## src/sv/terrain_vertex_shader_defines.svh

```systemverilog
// assertion macros for the terrain vertex shader
// define NO_ASSERTIONS to compile them out
`ifndef TERRAIN_VERTEX_SHADER_DEFINES_SVH
`define TERRAIN_VERTEX_SHADER_DEFINES_SVH

`ifndef NO_ASSERTIONS
`define TVS_ASSERT(lbl, clk, rst_n, prop, msg) \
  lbl: assert property (@(posedge clk) disable iff (!rst_n) prop) else $error(msg);
`define TVS_ASSERT_ALWAYS(lbl, clk, prop, msg) \
  lbl: assert property (@(posedge clk) prop) else $error(msg);
`else
`define TVS_ASSERT(lbl, clk, rst_n, prop, msg)
`define TVS_ASSERT_ALWAYS(lbl, clk, prop, msg)
`endif

`endif

```

## src/sv/tvs_pkg.sv

```systemverilog
// shared types, constants and vertex arithmetic of the terrain vertex shader
// no dependencies
package tvs_pkg;

  localparam logic [7:0] GRID_CELLS = 8'd128;

  typedef struct packed {
    logic signed [11:0] height_sample;
  } tvs_in_t;

  typedef struct packed {
    logic [10:0] screen_x;
    logic [14:0] screen_y_sixteenths;
    logic [7:0]  red_out;
    logic [7:0]  green_out;
    logic [7:0]  blue_out;
    logic        under_water;
    logic        last_in_run;
  } tvs_out_t;

  typedef struct packed {
    logic [7:0] land_red;
    logic [7:0] land_green;
    logic [7:0] land_blue;
    logic [7:0] water_red;
    logic [7:0] water_green;
    logic [7:0] water_blue;
  } tvs_colour_cfg_t;

  typedef enum logic [2:0] {
    REG_LAND_RED    = 3'd0,
    REG_LAND_GREEN  = 3'd1,
    REG_LAND_BLUE   = 3'd2,
    REG_WATER_RED   = 3'd3,
    REG_WATER_GREEN = 3'd4,
    REG_WATER_BLUE  = 3'd5
  } tvs_reg_t;

  // q0.8 light from the row slope, clamped to 26..205
  function automatic logic [7:0] light_of(input logic signed [12:0] slope);
    logic signed [13:0] t;
    logic [7:0] lt;
    t = {slope[12], slope} + 14'sd192;
    if (t < 14'sd52) begin
      lt = 8'd26;
    end else if (t >= 14'sd410) begin
      lt = 8'd205;
    end else begin
      lt = t[8:1];
    end
    return lt;
  endfunction

  function automatic tvs_out_t make_vertex(input logic [7:0] col,
                                           input logic [7:0] row,
                                           input logic signed [11:0] h,
                                           input logic [7:0] light,
                                           input tvs_colour_cfg_t cfg,
                                           input logic last);
    logic [10:0] sx;
    logic [14:0] sy;
    logic [15:0] pr;
    logic [15:0] pg;
    logic [15:0] pb;
    logic        water;
    tvs_out_t    v;
    // positions wrap to the field widths
    sx = 11'd5 * ({3'b0, col} - {3'b0, row}) + 11'd640;
    sy = 15'd40 * ({7'b0, col} + {7'b0, row}) - {{3{h[11]}}, h} + 15'd4096;
    water = (h <= -12'sd256);
    pr = {8'b0, light} * {8'b0, cfg.land_red};
    pg = {8'b0, light} * {8'b0, cfg.land_green};
    pb = {8'b0, light} * {8'b0, cfg.land_blue};
    v.screen_x            = sx;
    v.screen_y_sixteenths = sy;
    v.red_out             = water ? cfg.water_red   : pr[15:8];
    v.green_out           = water ? cfg.water_green : pg[15:8];
    v.blue_out            = water ? cfg.water_blue  : pb[15:8];
    v.under_water         = water;
    v.last_in_run         = last;
    return v;
  endfunction

endpackage

```

## src/sv/tvs_stream_if.sv

```systemverilog
// valid/ready channels of the terrain vertex shader
// depends on tvs_pkg for the payload types
interface tvs_in_if import tvs_pkg::*; ();
  logic    valid;
  logic    ready;
  tvs_in_t payload;

  modport source (output valid, output payload, input ready);
  modport sink (input valid, input payload, output ready);
endinterface

interface tvs_out_if import tvs_pkg::*; ();
  logic     valid;
  logic     ready;
  tvs_out_t payload;

  modport source (output valid, output payload, input ready);
  modport sink (input valid, input payload, output ready);
endinterface

```

## src/sv/terrain_vertex_shader.sv

```systemverilog
// terrain vertex shader: heightmap samples in, shaded isometric vertices out
// depends on tvs_pkg, tvs_stream_if and terrain_vertex_shader_defines.svh
//
// in_ch carries one height sample per item in raster order; rows and columns
// are counted internally. out_ch carries one vertex per item. each vertex is
// held until its right neighbour arrives, so the first sample of a row gives
// no vertex, the middle ones give one and the last column gives two.
// the shading of a sample is done in the cycle it is accepted and written to
// a two-entry output queue, whose head register drives out_ch. one sample is
// taken per cycle while out_ch is ready, the last column included: a vertex
// leaving the queue in the same cycle makes room for the pair.
// when out_ch stalls the queue holds its vertices and in_ch.ready drops as
// soon as the queue, less any vertex leaving this cycle, has no room for
// what the next sample will produce.
// the colour registers sit on an apb-style port, byte address 4 per register;
// write them only while no samples are in flight.
// reset empties the queue, zeroes the grid counters and the held height and
// loads the default land (white) and water (blue) colours.
`include "terrain_vertex_shader_defines.svh"

module terrain_vertex_shader import tvs_pkg::*; (
  input  logic         clk,
  input  logic         rst_n,
  tvs_in_if.sink       in_ch,
  tvs_out_if.source    out_ch,
  input  logic         psel,
  input  logic         penable,
  input  logic         pwrite,
  input  logic [4:0]   paddr,
  input  logic [31:0]  pwdata,
  output logic [31:0]  prdata,
  output logic         pready
);

  tvs_colour_cfg_t cfg_r;

  logic signed [11:0] prev_r;
  logic [7:0]         col_r;
  logic [7:0]         row_r;

  tvs_out_t q_r [2];
  tvs_out_t q_nxt [2];
  logic [1:0] cnt_r;
  logic [1:0] cnt_nxt;
  logic [1:0] base;

  logic        is_first;
  logic        is_last;
  logic [1:0]  need;
  logic        in_acc;
  logic        pop;
  logic        cfg_wr;
  logic [7:0]  light;
  tvs_out_t    vert_a;
  tvs_out_t    vert_b;

  // configuration port
  assign pready = 1'b1;
  assign cfg_wr = psel && penable && pwrite;

  always_ff @(posedge clk) begin
    if (!rst_n) begin
      cfg_r.land_red    <= 8'd255;
      cfg_r.land_green  <= 8'd255;
      cfg_r.land_blue   <= 8'd255;
      cfg_r.water_red   <= 8'd0;
      cfg_r.water_green <= 8'd0;
      cfg_r.water_blue  <= 8'd255;
    end else if (cfg_wr) begin
      case (tvs_reg_t'(paddr[4:2]))
        REG_LAND_RED:    cfg_r.land_red    <= pwdata[7:0];
        REG_LAND_GREEN:  cfg_r.land_green  <= pwdata[7:0];
        REG_LAND_BLUE:   cfg_r.land_blue   <= pwdata[7:0];
        REG_WATER_RED:   cfg_r.water_red   <= pwdata[7:0];
        REG_WATER_GREEN: cfg_r.water_green <= pwdata[7:0];
        REG_WATER_BLUE:  cfg_r.water_blue  <= pwdata[7:0];
        default: ;
      endcase
    end
  end

  always_comb begin
    case (tvs_reg_t'(paddr[4:2]))
      REG_LAND_RED:    prdata = {24'b0, cfg_r.land_red};
      REG_LAND_GREEN:  prdata = {24'b0, cfg_r.land_green};
      REG_LAND_BLUE:   prdata = {24'b0, cfg_r.land_blue};
      REG_WATER_RED:   prdata = {24'b0, cfg_r.water_red};
      REG_WATER_GREEN: prdata = {24'b0, cfg_r.water_green};
      REG_WATER_BLUE:  prdata = {24'b0, cfg_r.water_blue};
      default:         prdata = 32'b0;
    endcase
  end

  // vertex shading
  assign is_first = (col_r == 8'd0);
  assign is_last  = (col_r >= GRID_CELLS);
  assign need     = is_first ? 2'd0 : (is_last ? 2'd2 : 2'd1);

  assign light  = light_of({prev_r[11], prev_r} - {in_ch.payload.height_sample[11],
                                                    in_ch.payload.height_sample});
  assign vert_a = make_vertex(col_r - 8'd1, row_r, prev_r, light, cfg_r, !is_last);
  assign vert_b = make_vertex(col_r, row_r, in_ch.payload.height_sample, light, cfg_r,
                              1'b1);

  // handshakes
  assign in_ch.ready    = ({1'b0, cnt_r} + {1'b0, need}) <= (3'd2 + {2'b0, pop});
  assign in_acc         = in_ch.valid && in_ch.ready;
  assign out_ch.valid   = (cnt_r != 2'd0);
  assign out_ch.payload = q_r[0];
  assign pop            = out_ch.valid && out_ch.ready;

  // output queue
  always_comb begin
    q_nxt[0] = q_r[0];
    q_nxt[1] = q_r[1];
    if (pop) begin
      q_nxt[0] = q_r[1];
      base = cnt_r - 2'd1;
    end else begin
      base = cnt_r;
    end
    cnt_nxt = base;
    if (in_acc && !is_first) begin
      q_nxt[base[0]] = vert_a;
      if (is_last) begin
        q_nxt[1] = vert_b;
      end
      cnt_nxt = base + need;
    end
  end

  always_ff @(posedge clk) begin
    q_r[0] <= q_nxt[0];
    q_r[1] <= q_nxt[1];
  end

  always_ff @(posedge clk) begin
    if (!rst_n) begin
      cnt_r  <= 2'd0;
      prev_r <= 12'sd0;
      col_r  <= 8'd0;
      row_r  <= 8'd0;
    end else begin
      cnt_r <= cnt_nxt;
      if (in_acc) begin
        prev_r <= in_ch.payload.height_sample;
        if (is_first) begin
          col_r <= 8'd1;
        end else if (is_last) begin
          col_r <= 8'd0;
          row_r <= (row_r >= GRID_CELLS) ? 8'd0 : row_r + 8'd1;
        end else begin
          col_r <= col_r + 8'd1;
        end
      end
    end
  end

  `TVS_ASSERT(a_row_end_fills_queue, clk, rst_n, in_acc && is_last |=> cnt_r == 2'd2, "row end did not leave two vertices queued")
  `TVS_ASSERT(a_held_vertex_has_partner, clk, rst_n, out_ch.valid && !q_r[0].last_in_run |-> cnt_r == 2'd2, "non-final vertex queued alone")
  `TVS_ASSERT(a_row_moves_at_row_end, clk, rst_n, !(in_acc && is_last) |=> $stable(row_r), "row counter moved mid row")
  `TVS_ASSERT(a_first_column_silent, clk, rst_n, in_acc && is_first |=> col_r == 8'd1 && cnt_r == $past(cnt_r) - {1'b0, $past(pop)}, "first column produced a vertex")

endmodule
```

## src/flat_wrapper.sv

```systemverilog
// flat-port wrapper written by rule: the top's interface ports become plain ports
module terrain_vertex_shader_flat import tvs_pkg::*;
  (clk, rst_n, psel, penable, pwrite, paddr, pwdata, prdata, pready, in_ch_valid, in_ch_payload, in_ch_ready, out_ch_valid, out_ch_payload, out_ch_ready);
  tvs_in_if in_ch_i ();
  tvs_out_if out_ch_i ();
  input  logic clk;
  input  logic rst_n;
  input  logic psel;
  input  logic penable;
  input  logic pwrite;
  input  logic [4:0] paddr;
  input  logic [31:0] pwdata;
  output logic [31:0] prdata;
  output logic pready;
  input wire logic [$bits(in_ch_i.valid)-1:0] in_ch_valid;
  input wire logic [$bits(in_ch_i.payload)-1:0] in_ch_payload;
  output wire logic [$bits(in_ch_i.ready)-1:0] in_ch_ready;
  output wire logic [$bits(out_ch_i.valid)-1:0] out_ch_valid;
  output wire logic [$bits(out_ch_i.payload)-1:0] out_ch_payload;
  input wire logic [$bits(out_ch_i.ready)-1:0] out_ch_ready;
  assign in_ch_i.valid = in_ch_valid;
  assign in_ch_i.payload = in_ch_payload;
  assign in_ch_ready = in_ch_i.ready;
  assign out_ch_valid = out_ch_i.valid;
  assign out_ch_payload = out_ch_i.payload;
  assign out_ch_i.ready = out_ch_ready;
  terrain_vertex_shader u_core (.clk(clk), .rst_n(rst_n), .in_ch(in_ch_i), .out_ch(out_ch_i), .psel(psel), .penable(penable), .pwrite(pwrite), .paddr(paddr), .pwdata(pwdata), .prdata(prdata), .pready(pready));
endmodule
```

## config.mk

```make
export PLATFORM = sky130hd
export DESIGN_NAME = terrain_vertex_shader_flat
export DESIGN_NICKNAME = d
export VERILOG_FILES = /design/src/sv/tvs_pkg.sv /design/src/sv/tvs_stream_if.sv /design/src/sv/terrain_vertex_shader.sv /design/src/flat_wrapper.sv
export VERILOG_INCLUDE_DIRS = /design/src /design/src/sv
export SDC_FILE = /design/constraint.sdc
export NUM_CORES = 1
export LEC_CHECK = 0
export BUFFER_PORTS_ARGS = -buffer_cell sky130_fd_sc_hd__buf_2
export CAP_MARGIN = 20
export CORE_MARGIN = 3
export CORE_UTILIZATION = 68
export CTS_CLUSTER_DIAMETER = 50
export CTS_CLUSTER_SIZE = 25
export DETAILED_ROUTE_END_ITERATION = 10
export PLACE_DENSITY = 0.95
export SYNTH_ARGS = -nofsm -noshare
export SYNTH_HDL_FRONTEND = slang
export SYNTH_SLANG_ARGS = --single-unit
```

## constraint.sdc

```tcl
create_clock -name clk -period 17 [get_ports clk]
set_input_delay 1.7 -clock clk [delete_from_list [all_inputs] [get_ports clk]]
set_output_delay 1.7 -clock clk [all_outputs]
set_load 0.02 [all_outputs]
```

; ---- Word-level counts from Yosys, hierarchy flattened
; Memories as Yosys holds them, arrays and structs flattened.
; Index checks and enable logic that the tools add are counted.
[totals]
ff_bits = 78
ram_bits = 104
in_bits = 56
out_inout_bits = 87
elab_cells = 93
mem_count = 1
[mem_list]
columns = memory, depth, width, rd, rd_ports_with_merged_regs, write_ports, line_no
row1 = u_core.q_r, 2, 52, 2, 0, 2, terrain_vertex_shader.sv:41  ; tvs_out_t q_r [2];
[op_classes]
n_addsub = 19
n_mul = 7
magnitude_cmp = 9
eq_ne = 5
n_mux = 22
n_bitwise = 2
n_reduce_logical = 18
[op_table]
columns = cell, count
row1 = $mux W52, 3
row2 = $bwmux W104, 1
row3 = $mux W104, 1
row4 = $mux W8, 11
row5 = $demux W52 S1, 1
row6 = $mul A8 B8 Y16, 3
row7 = $pmux W8 S6, 1
row8 = $add A15 B13 Y15 const B, 2
row9 = $mul A3 B15 Y12 const A, 2
row10 = $sub A15 B15 Y15, 2
row11 = $le A12 B9 Y1 const B, 2
row12 = $add A11 B10 Y11 const B, 2
row13 = $mul A3 B11 Y11 const A, 2
row14 = $add A8 B8 Y9, 2
row15 = $sub A8 B8 Y9, 2
row16 = $add A8 B1 Y8 const B, 2
row17 = $ge A8 B8 Y1 const B, 2
row18 = $add A13 B9 Y14 const B, 1
row19 = $ge A14 B10 Y1 const B, 1
row20 = $lt A14 B7 Y1 const B, 1
row21 = $sub A12 B12 Y13, 1
row22 = $reduce_and A2 Y1, 6
row23 = $logic_not A8 Y1, 1
row24 = $mux W2, 4
row25 = 18 further kinds, 26

; ---- Longest topological paths before layout
; Gate-level depths: netlist of run 1.
[logic_depth]
ltp_word = 11
mapped_depth = 34

; ---- Worst setup path before layout of run 1
; Ideal clock, no wire load.
[synth_path]
kind = input port to flip-flop
from = input port in_ch_payload[1]
to = register with a tool-made name
setup_time_ns = 0.267
arrival_time_ns = 8.337
t_required_ns = 16.733
path_slack_ns = 8.396
stages = 32
path_cell_list = inv_1 > ha_1 > ha_1 > inv_1 > fa_1 > nand2b_1 > a211oi_4 > o21ai_0 > a21o_1 > nand4_1 > clkbuf_1 > o21ai_0 > a21oi_1 > clkbuf_1 > nand2_1 > fa_1 > fa_1 > inv_1 > fa_1 > inv_1 > fa_1 > inv_1 > ha_1 > o21a_1 > o211ai_1 > nor2_1 > nand2_1 > and3_1 > o31ai_2 > a21oi_1 > xor2_1 > o21ai_0
[synth_rtl]
columns = item, line_no
row1 = from (decl), flat_wrapper.sv:16  ; input wire logic [$bits(in_ch_i.payload)-1:0] in_ch_payload;

==> results of run 1 <==
==> metal layers <==
metal / vias up / part of all wire, % / global-route usage, % / wire length [um]
li1: 7418 / - / - / -
met1: 7860 / 37 / 42.3 / 19800
met2: 1071 / 47 / 58.0 / 25000
met3: 301 / 9.3 / 6.04 / 5000
met4: 0 / 6.9 / 21.3 / 3690
met5: - / 0 / 0 / 0
==> through the flow <==
| step | worst slack, ns | cells |
|---|---|---|
| after floorplan | 8.40 | 2269 |
| after global placement | 6.87 | 2590 |
| after detailed placement | 6.50 | 2590 |
| after CTS | 6.94 | 2622 |
| after global routing | 6.77 | 2626 |
| final | 7.34 | 2626 |
==> cells in the mapped netlist (4+ instances only) <==
library cell,count
inv_1,231
mux2i_1,66
o21bai_1,17
clkbuf_1,72
and3_1,18
o21a_1,9
o21ai_1,4
nand2_1,282
a311oi_1,4
nand4_1,13
buf_4,77
o21ai_0,75
a22oi_1,4
edfxtp_1,52
a31oi_1,37
or3_1,8
nand2b_1,22
xnor2_1,70
dfxtp_1,130
o31ai_1,20
nor2_1,100
a22o_1,10
ha_1,270
nor2b_1,52
buf_1,9
a211oi_1,10
a21o_1,29
o22ai_1,5
nand3_1,39
o211ai_1,4
nor4_1,4
a21oi_1,113
buf_2,4
a21boi_0,22
xor2_1,40
fa_1,119
and2_1,134
nor3_1,18
==> critical path: cells and delay by family <==
kind / cells / cell delay [ns]
buffers and inverters: 5 / 0.31
AO/OA/AOI/OAI: 9 / 2.81
adder cells (fa/ha/maj): 8 / 3.31
AND/OR/NAND/NOR: 6 / 1.70
XOR/XNOR: 1 / 0.17
==> worst paths after layout <==
path,from,end,slack [ns],cells past startpoint
min,u_core.prev_r[6]$_SDFFE_PN0P_,u_core.prev_r[6]$_SDFFE_PN0P_,0.48,2
max,in_ch_payload[1],u_core.q_r[0][25]$_DFF_P_,7.34,29
min reg2reg,u_core.prev_r[6]$_SDFFE_PN0P_,u_core.prev_r[6]$_SDFFE_PN0P_,0.48,2
max reg2reg,u_core.prev_r[0]$_SDFFE_PN0P_,u_core.q_r[0][25]$_DFF_P_,8.27,29
==> cell families after synthesis <==
group           share of synthesized area [%]
compound gates                           13.5
xor+xnor                                 4.98
fa+ha+maj                                29.8
buf+inv                                  9.20
flops                                    21.5
mux                                      3.59
other cells                            0.0388
simple gates                             17.5
==> cell type report <==
class / count / share of cell area (%)
flip-flops and latches: 182 / 20.6
repair buffers: 109 / 2.94
clock inverters: 15 / 0.976
multi-input cells: 1692 / 66.8
inverters: 232 / 4.30
clock buffers: 17 / 2.10
well taps: 378 / 2.33
diodes: 1 / 0.0124
==> impl_metrics.json, run 1 <==
{
  "cts-hold-fix-buffers": 0,
  "avgSynthCellArea_um2": 8.62,
  "setup_viol": 0,
  "grt_pass1_wl_um": 85800,
  "worstPathMaxFanout": 12,
  "clk_path_buf_depth": 2,
  "ys.flop_type": "dfxtp_1",
  "max_stage_delay_ns": 0.68,
  "post_cts_resized": 0,
  "drv_slew": 0,
  "yosysUniqueCellTypes": 73,
  "drt_first_pass_iters": 6,
  "netlist.area_leader.share_pct": 17.4,
  "via_per_inst": 6.34,
  "portBuffers": 91,
  "ios": 143,
  "cp-end-kind": "register",
  "hp-class": "reg -> reg",
  "layout_commonest_cell": "nand2_1",
  "final_hold_viol_count": 0,
  "rsz0062_at_grt": "no",
  "drtAntennaViolNets": 0,
  "wirelength_um": 53500,
  "clkTransAtPathRegs_ns": 0.08,
  "die_x_um": 175,
  "dieArea_um2": 30500,
  "row_count": 61,
  "skew_ns": 0.0126,
  "fp.dieH_um": 175,
  "fin_area_um2": 20300,
  "grtUsageTotal_pct": 34.9,
  "synth-edff-count": 52,
  "clock_sinks": 182,
  "cts-buffers-inserted": 17,
  "fin_nets": 2679,
  "ys_ff_latch": 182,
  "placed_area_um2": 19600,
  "multi_input_area_um2": 13500,
  "async_flop_share_pct": 0,
  "grt_pass1_vias": 16900,
  "holdWs_ns": 0.480,
  "yosys_warnings": 0,
  "drive_above_1_share_pct": 7.52,
  "regArea_um2": 4160,
  "status": "complete, no violations",
  "drc": 0,
  "finalCritPeriodShare_pct": 56.8,
  "core_area_um2": 27900,
  "hpwl_um": 38900,
  "routabilityCongestion": 0.976,
  "synthTopCellsByArea": "ha_1 (17%), dfxtp_1 (13%), fa_1 (12%)",
  "fin_util_pct": 72.5,
  "cts_tree": "yes",
  "htree_levels": 4,
  "routed-via-count": 16700,
  "antenna_found_initial": 1,
  "final_cell_mix": "nand2_1 (280), ha_1 (270), inv_1 (230), and2_1 (134), dfxtp_1 (130)",
  "synth_cells": 2246,
  "grt_max_degree": 88,
  "root_buffer": "clkbuf_16",
  "synth_top_cell_by_area": "ha_1",
  "start_util_pct": 69.3,
  "clk_latency_ns": 0.45,
  "relSlewSlack_pct": 19.0,
  "area_growth_pct": 4.61,
  "setup_tns_ns": 0,
  "finalCriticalPeriod_ns": 9.66,
  "cts_setup_buffers": 0,
  "post_drt_wl_per_cell_um": 20.4,
  "fillerInstances": 1905,
  "cp.arrival_ns": 9.98,
  "overflow": 0,
  "start_kind": "input pin",
  "worstPathRequired_ns": 17.33,
  "cpMostUsedCell": "fa_1",
  "cap_violations": 0,
  "dr.first_iter.drc_count": 1929,
  "seq_area_frac_synth_pct": 21.5,
  "slowest_stage": "nand4b_1",
  "crit_type": "in -> reg",
  "max_freq_mhz": 104,
  "worst_slew_pin_slew_ns": 1.22,
  "syn_area_um2": 19400
}
Power of run 1 is left out: the tool's default activity adds up to more than one toggle a clock period on the data nets, which glitch-free logic cannot reach.
==> run 2: changes to the inputs <==
--- a/config.mk
+++ b/config.mk
@@ -9,11 +9,11 @@
 export BUFFER_PORTS_ARGS = -buffer_cell sky130_fd_sc_hd__buf_2
 export CAP_MARGIN = 20
 export CORE_MARGIN = 3
-export CORE_UTILIZATION = 68
+export CORE_UTILIZATION = 63
 export CTS_CLUSTER_DIAMETER = 50
 export CTS_CLUSTER_SIZE = 25
 export DETAILED_ROUTE_END_ITERATION = 10
-export PLACE_DENSITY = 0.95
+export PLACE_DENSITY = 0.92
 export SYNTH_ARGS = -nofsm -noshare
 export SYNTH_HDL_FRONTEND = slang
 export SYNTH_SLANG_ARGS = --single-unit
==> constraint.sdc (replaced) <==
create_clock -name clk -period 9.95 [get_ports clk]
set_input_delay 0.995 -clock clk [delete_from_list [all_inputs] [get_ports clk]]
set_output_delay 0.995 -clock clk [all_outputs]
set_load 0.02 [all_outputs]
==> impl_metrics.json, run 2 (synthesis gave the netlist of run 1 again) <==
{
  "htree_levels": 4,
  "finalCritPeriodShare_pct": 89.0,
  "drt_first_pass_iters": 6,
  "post_cts_resized": 0,
  "worstHoldEndpoint": "u_core.q_r[0][49]$_DFF_P_",
  "wirelength_um": 53000,
  "setup_viol": 0,
  "grt_pass1_vias": 16600,
  "grt_max_degree": 88,
  "dr.first_iter.drc_count": 1954,
  "clk_path_buf_depth": 2,
  "status": "complete, no violations",
  "hpwl_um": 38900,
  "grtUsageTotal_pct": 31.5,
  "routed-via-count": 16600,
  "dieArea_um2": 32900,
  "portBuffers": 91,
  "start_util_pct": 64.6,
  "cts-buffers-inserted": 17,
  "drtAntennaViolNets": 0,
  "max_stage_delay_ns": 0.70,
  "clkTransAtPathRegs_ns": 0.08,
  "fp.dieH_um": 181,
  "cts_tree": "yes",
  "die_x_um": 181,
  "final_cell_mix": "nand2_1 (281), ha_1 (270), inv_1 (230), and2_1 (134), dfxtp_1 (130)",
  "slowest_stage": "a2111oi_4",
  "drc": 0,
  "hp-class": "reg -> reg",
  "final_hold_viol_count": 0,
  "worstPathRequired_ns": 10.12,
  "crit_type": "in -> reg",
  "setup_tns_ns": 0,
  "cts_setup_buffers": 0,
  "cts-hold-fix-buffers": 0,
  "relSlewSlack_pct": 28.4,
  "routabilityCongestion": 0.935,
  "overflow": 0,
  "cpMostUsedCell": "fa_1",
  "antenna_found_initial": 1,
  "regArea_um2": 4160,
  "finalCriticalPeriod_ns": 8.85,
  "drive_above_1_share_pct": 7.42,
  "clk_latency_ns": 0.45,
  "drv_slew": 0,
  "skew_ns": 0.0162,
  "via_per_inst": 6.27,
  "layout_commonest_cell": "nand2_1",
  "fillerInstances": 2156,
  "rsz0062_at_grt": "no",
  "max_freq_mhz": 113,
  "root_buffer": "clkbuf_16",
  "clock_sinks": 182,
  "cp.arrival_ns": 9.02,
  "hold_start": "u_core.q_r[0][49]$_DFF_P_",
  "core_area_um2": 30000,
  "holdPathStages": 2,
  "cap_violations": 0,
  "worst_slew_pin_slew_ns": 1.07,
  "start_kind": "input pin",
  "post_drt_wl_per_cell_um": 20.1,
  "worstPathMaxFanout": 16,
  "multi_input_area_um2": 13500,
  "cp-end-kind": "register",
  "r2r-start": "u_core.prev_r[0]$_SDFFE_PN0P_",
  "fin_nets": 2682,
  "row_count": 63,
  "area_growth_pct": 4.40,
  "ios": 143,
  "r2r_cells": 30,
  "rrSetupSlack_ns": 1.41,
  "grt_pass1_wl_um": 83800
}
-- run 2: layer usage --
metal  GRT usage, %  up-vias  part of all wire (%)  wire length (um)
met5              0        -                     0                 0
met4           17.6        0                   6.7              3560
met3           5.27      287                   9.7              5120
met2           51.8     1053                    46             24400
met1           39.3     7794                    37             19900
li1               -     7430                     -                 -
-- run 2: worst max path at each step --
stage	startpoint	end	slack (ns)	cells past startpoint
2_1_floorplan	in_ch_payload[1]	register	2.05	32
3_3_place_gp	in_ch_payload[1]	register	1.09	31
3_5_place_dp	in_ch_payload[1]	register	0.77	30
6_report	in_ch_payload[1]	register	1.10	30
5_1_grt	in_ch_payload[1]	register	0.71	30
4_1_cts	in_ch_payload[1]	register	1.21	30
-- run 2: critical path, delay by kind of cell --
family                     cells  cell delay (ns)
adders and majority gates      8             3.24
AOI/OAI and AO/OA             10             3.09
and+or+nand+nor                5             0.75
buffers and inverters          6             0.66
xor gates and xnor gates       1             0.26
-- run 2: through the flow --
step	worst slack, ns	instance area, um2	hold slack [ns]	cells	util (%)
3_5_place_dp	0.768	19600	0.460	2606	65.6
2_1_floorplan	2.05	19400	0.443	2269	-
5_1_grt	0.713	20200	0.501	2640	67.5
6_report	1.10	20200	0.480	2641	67.5
4_1_cts	1.21	20200	0.471	2638	67.4
3_3_place_gp	1.09	19600	0.455	2606	65.6
-- run 2: cell type report --
cell class / count / area share (%)
multi-input cells: 1692 / 66.9
flip-flops and latches: 182 / 20.6
inverters: 232 / 4.31
repair buffers: 112 / 3.06
well taps: 390 / 2.41
clock buffers: 19 / 2.14
clock inverters: 13 / 0.582
diodes: 1 / 0.0124
Power of run 2 is left out for the same reason.
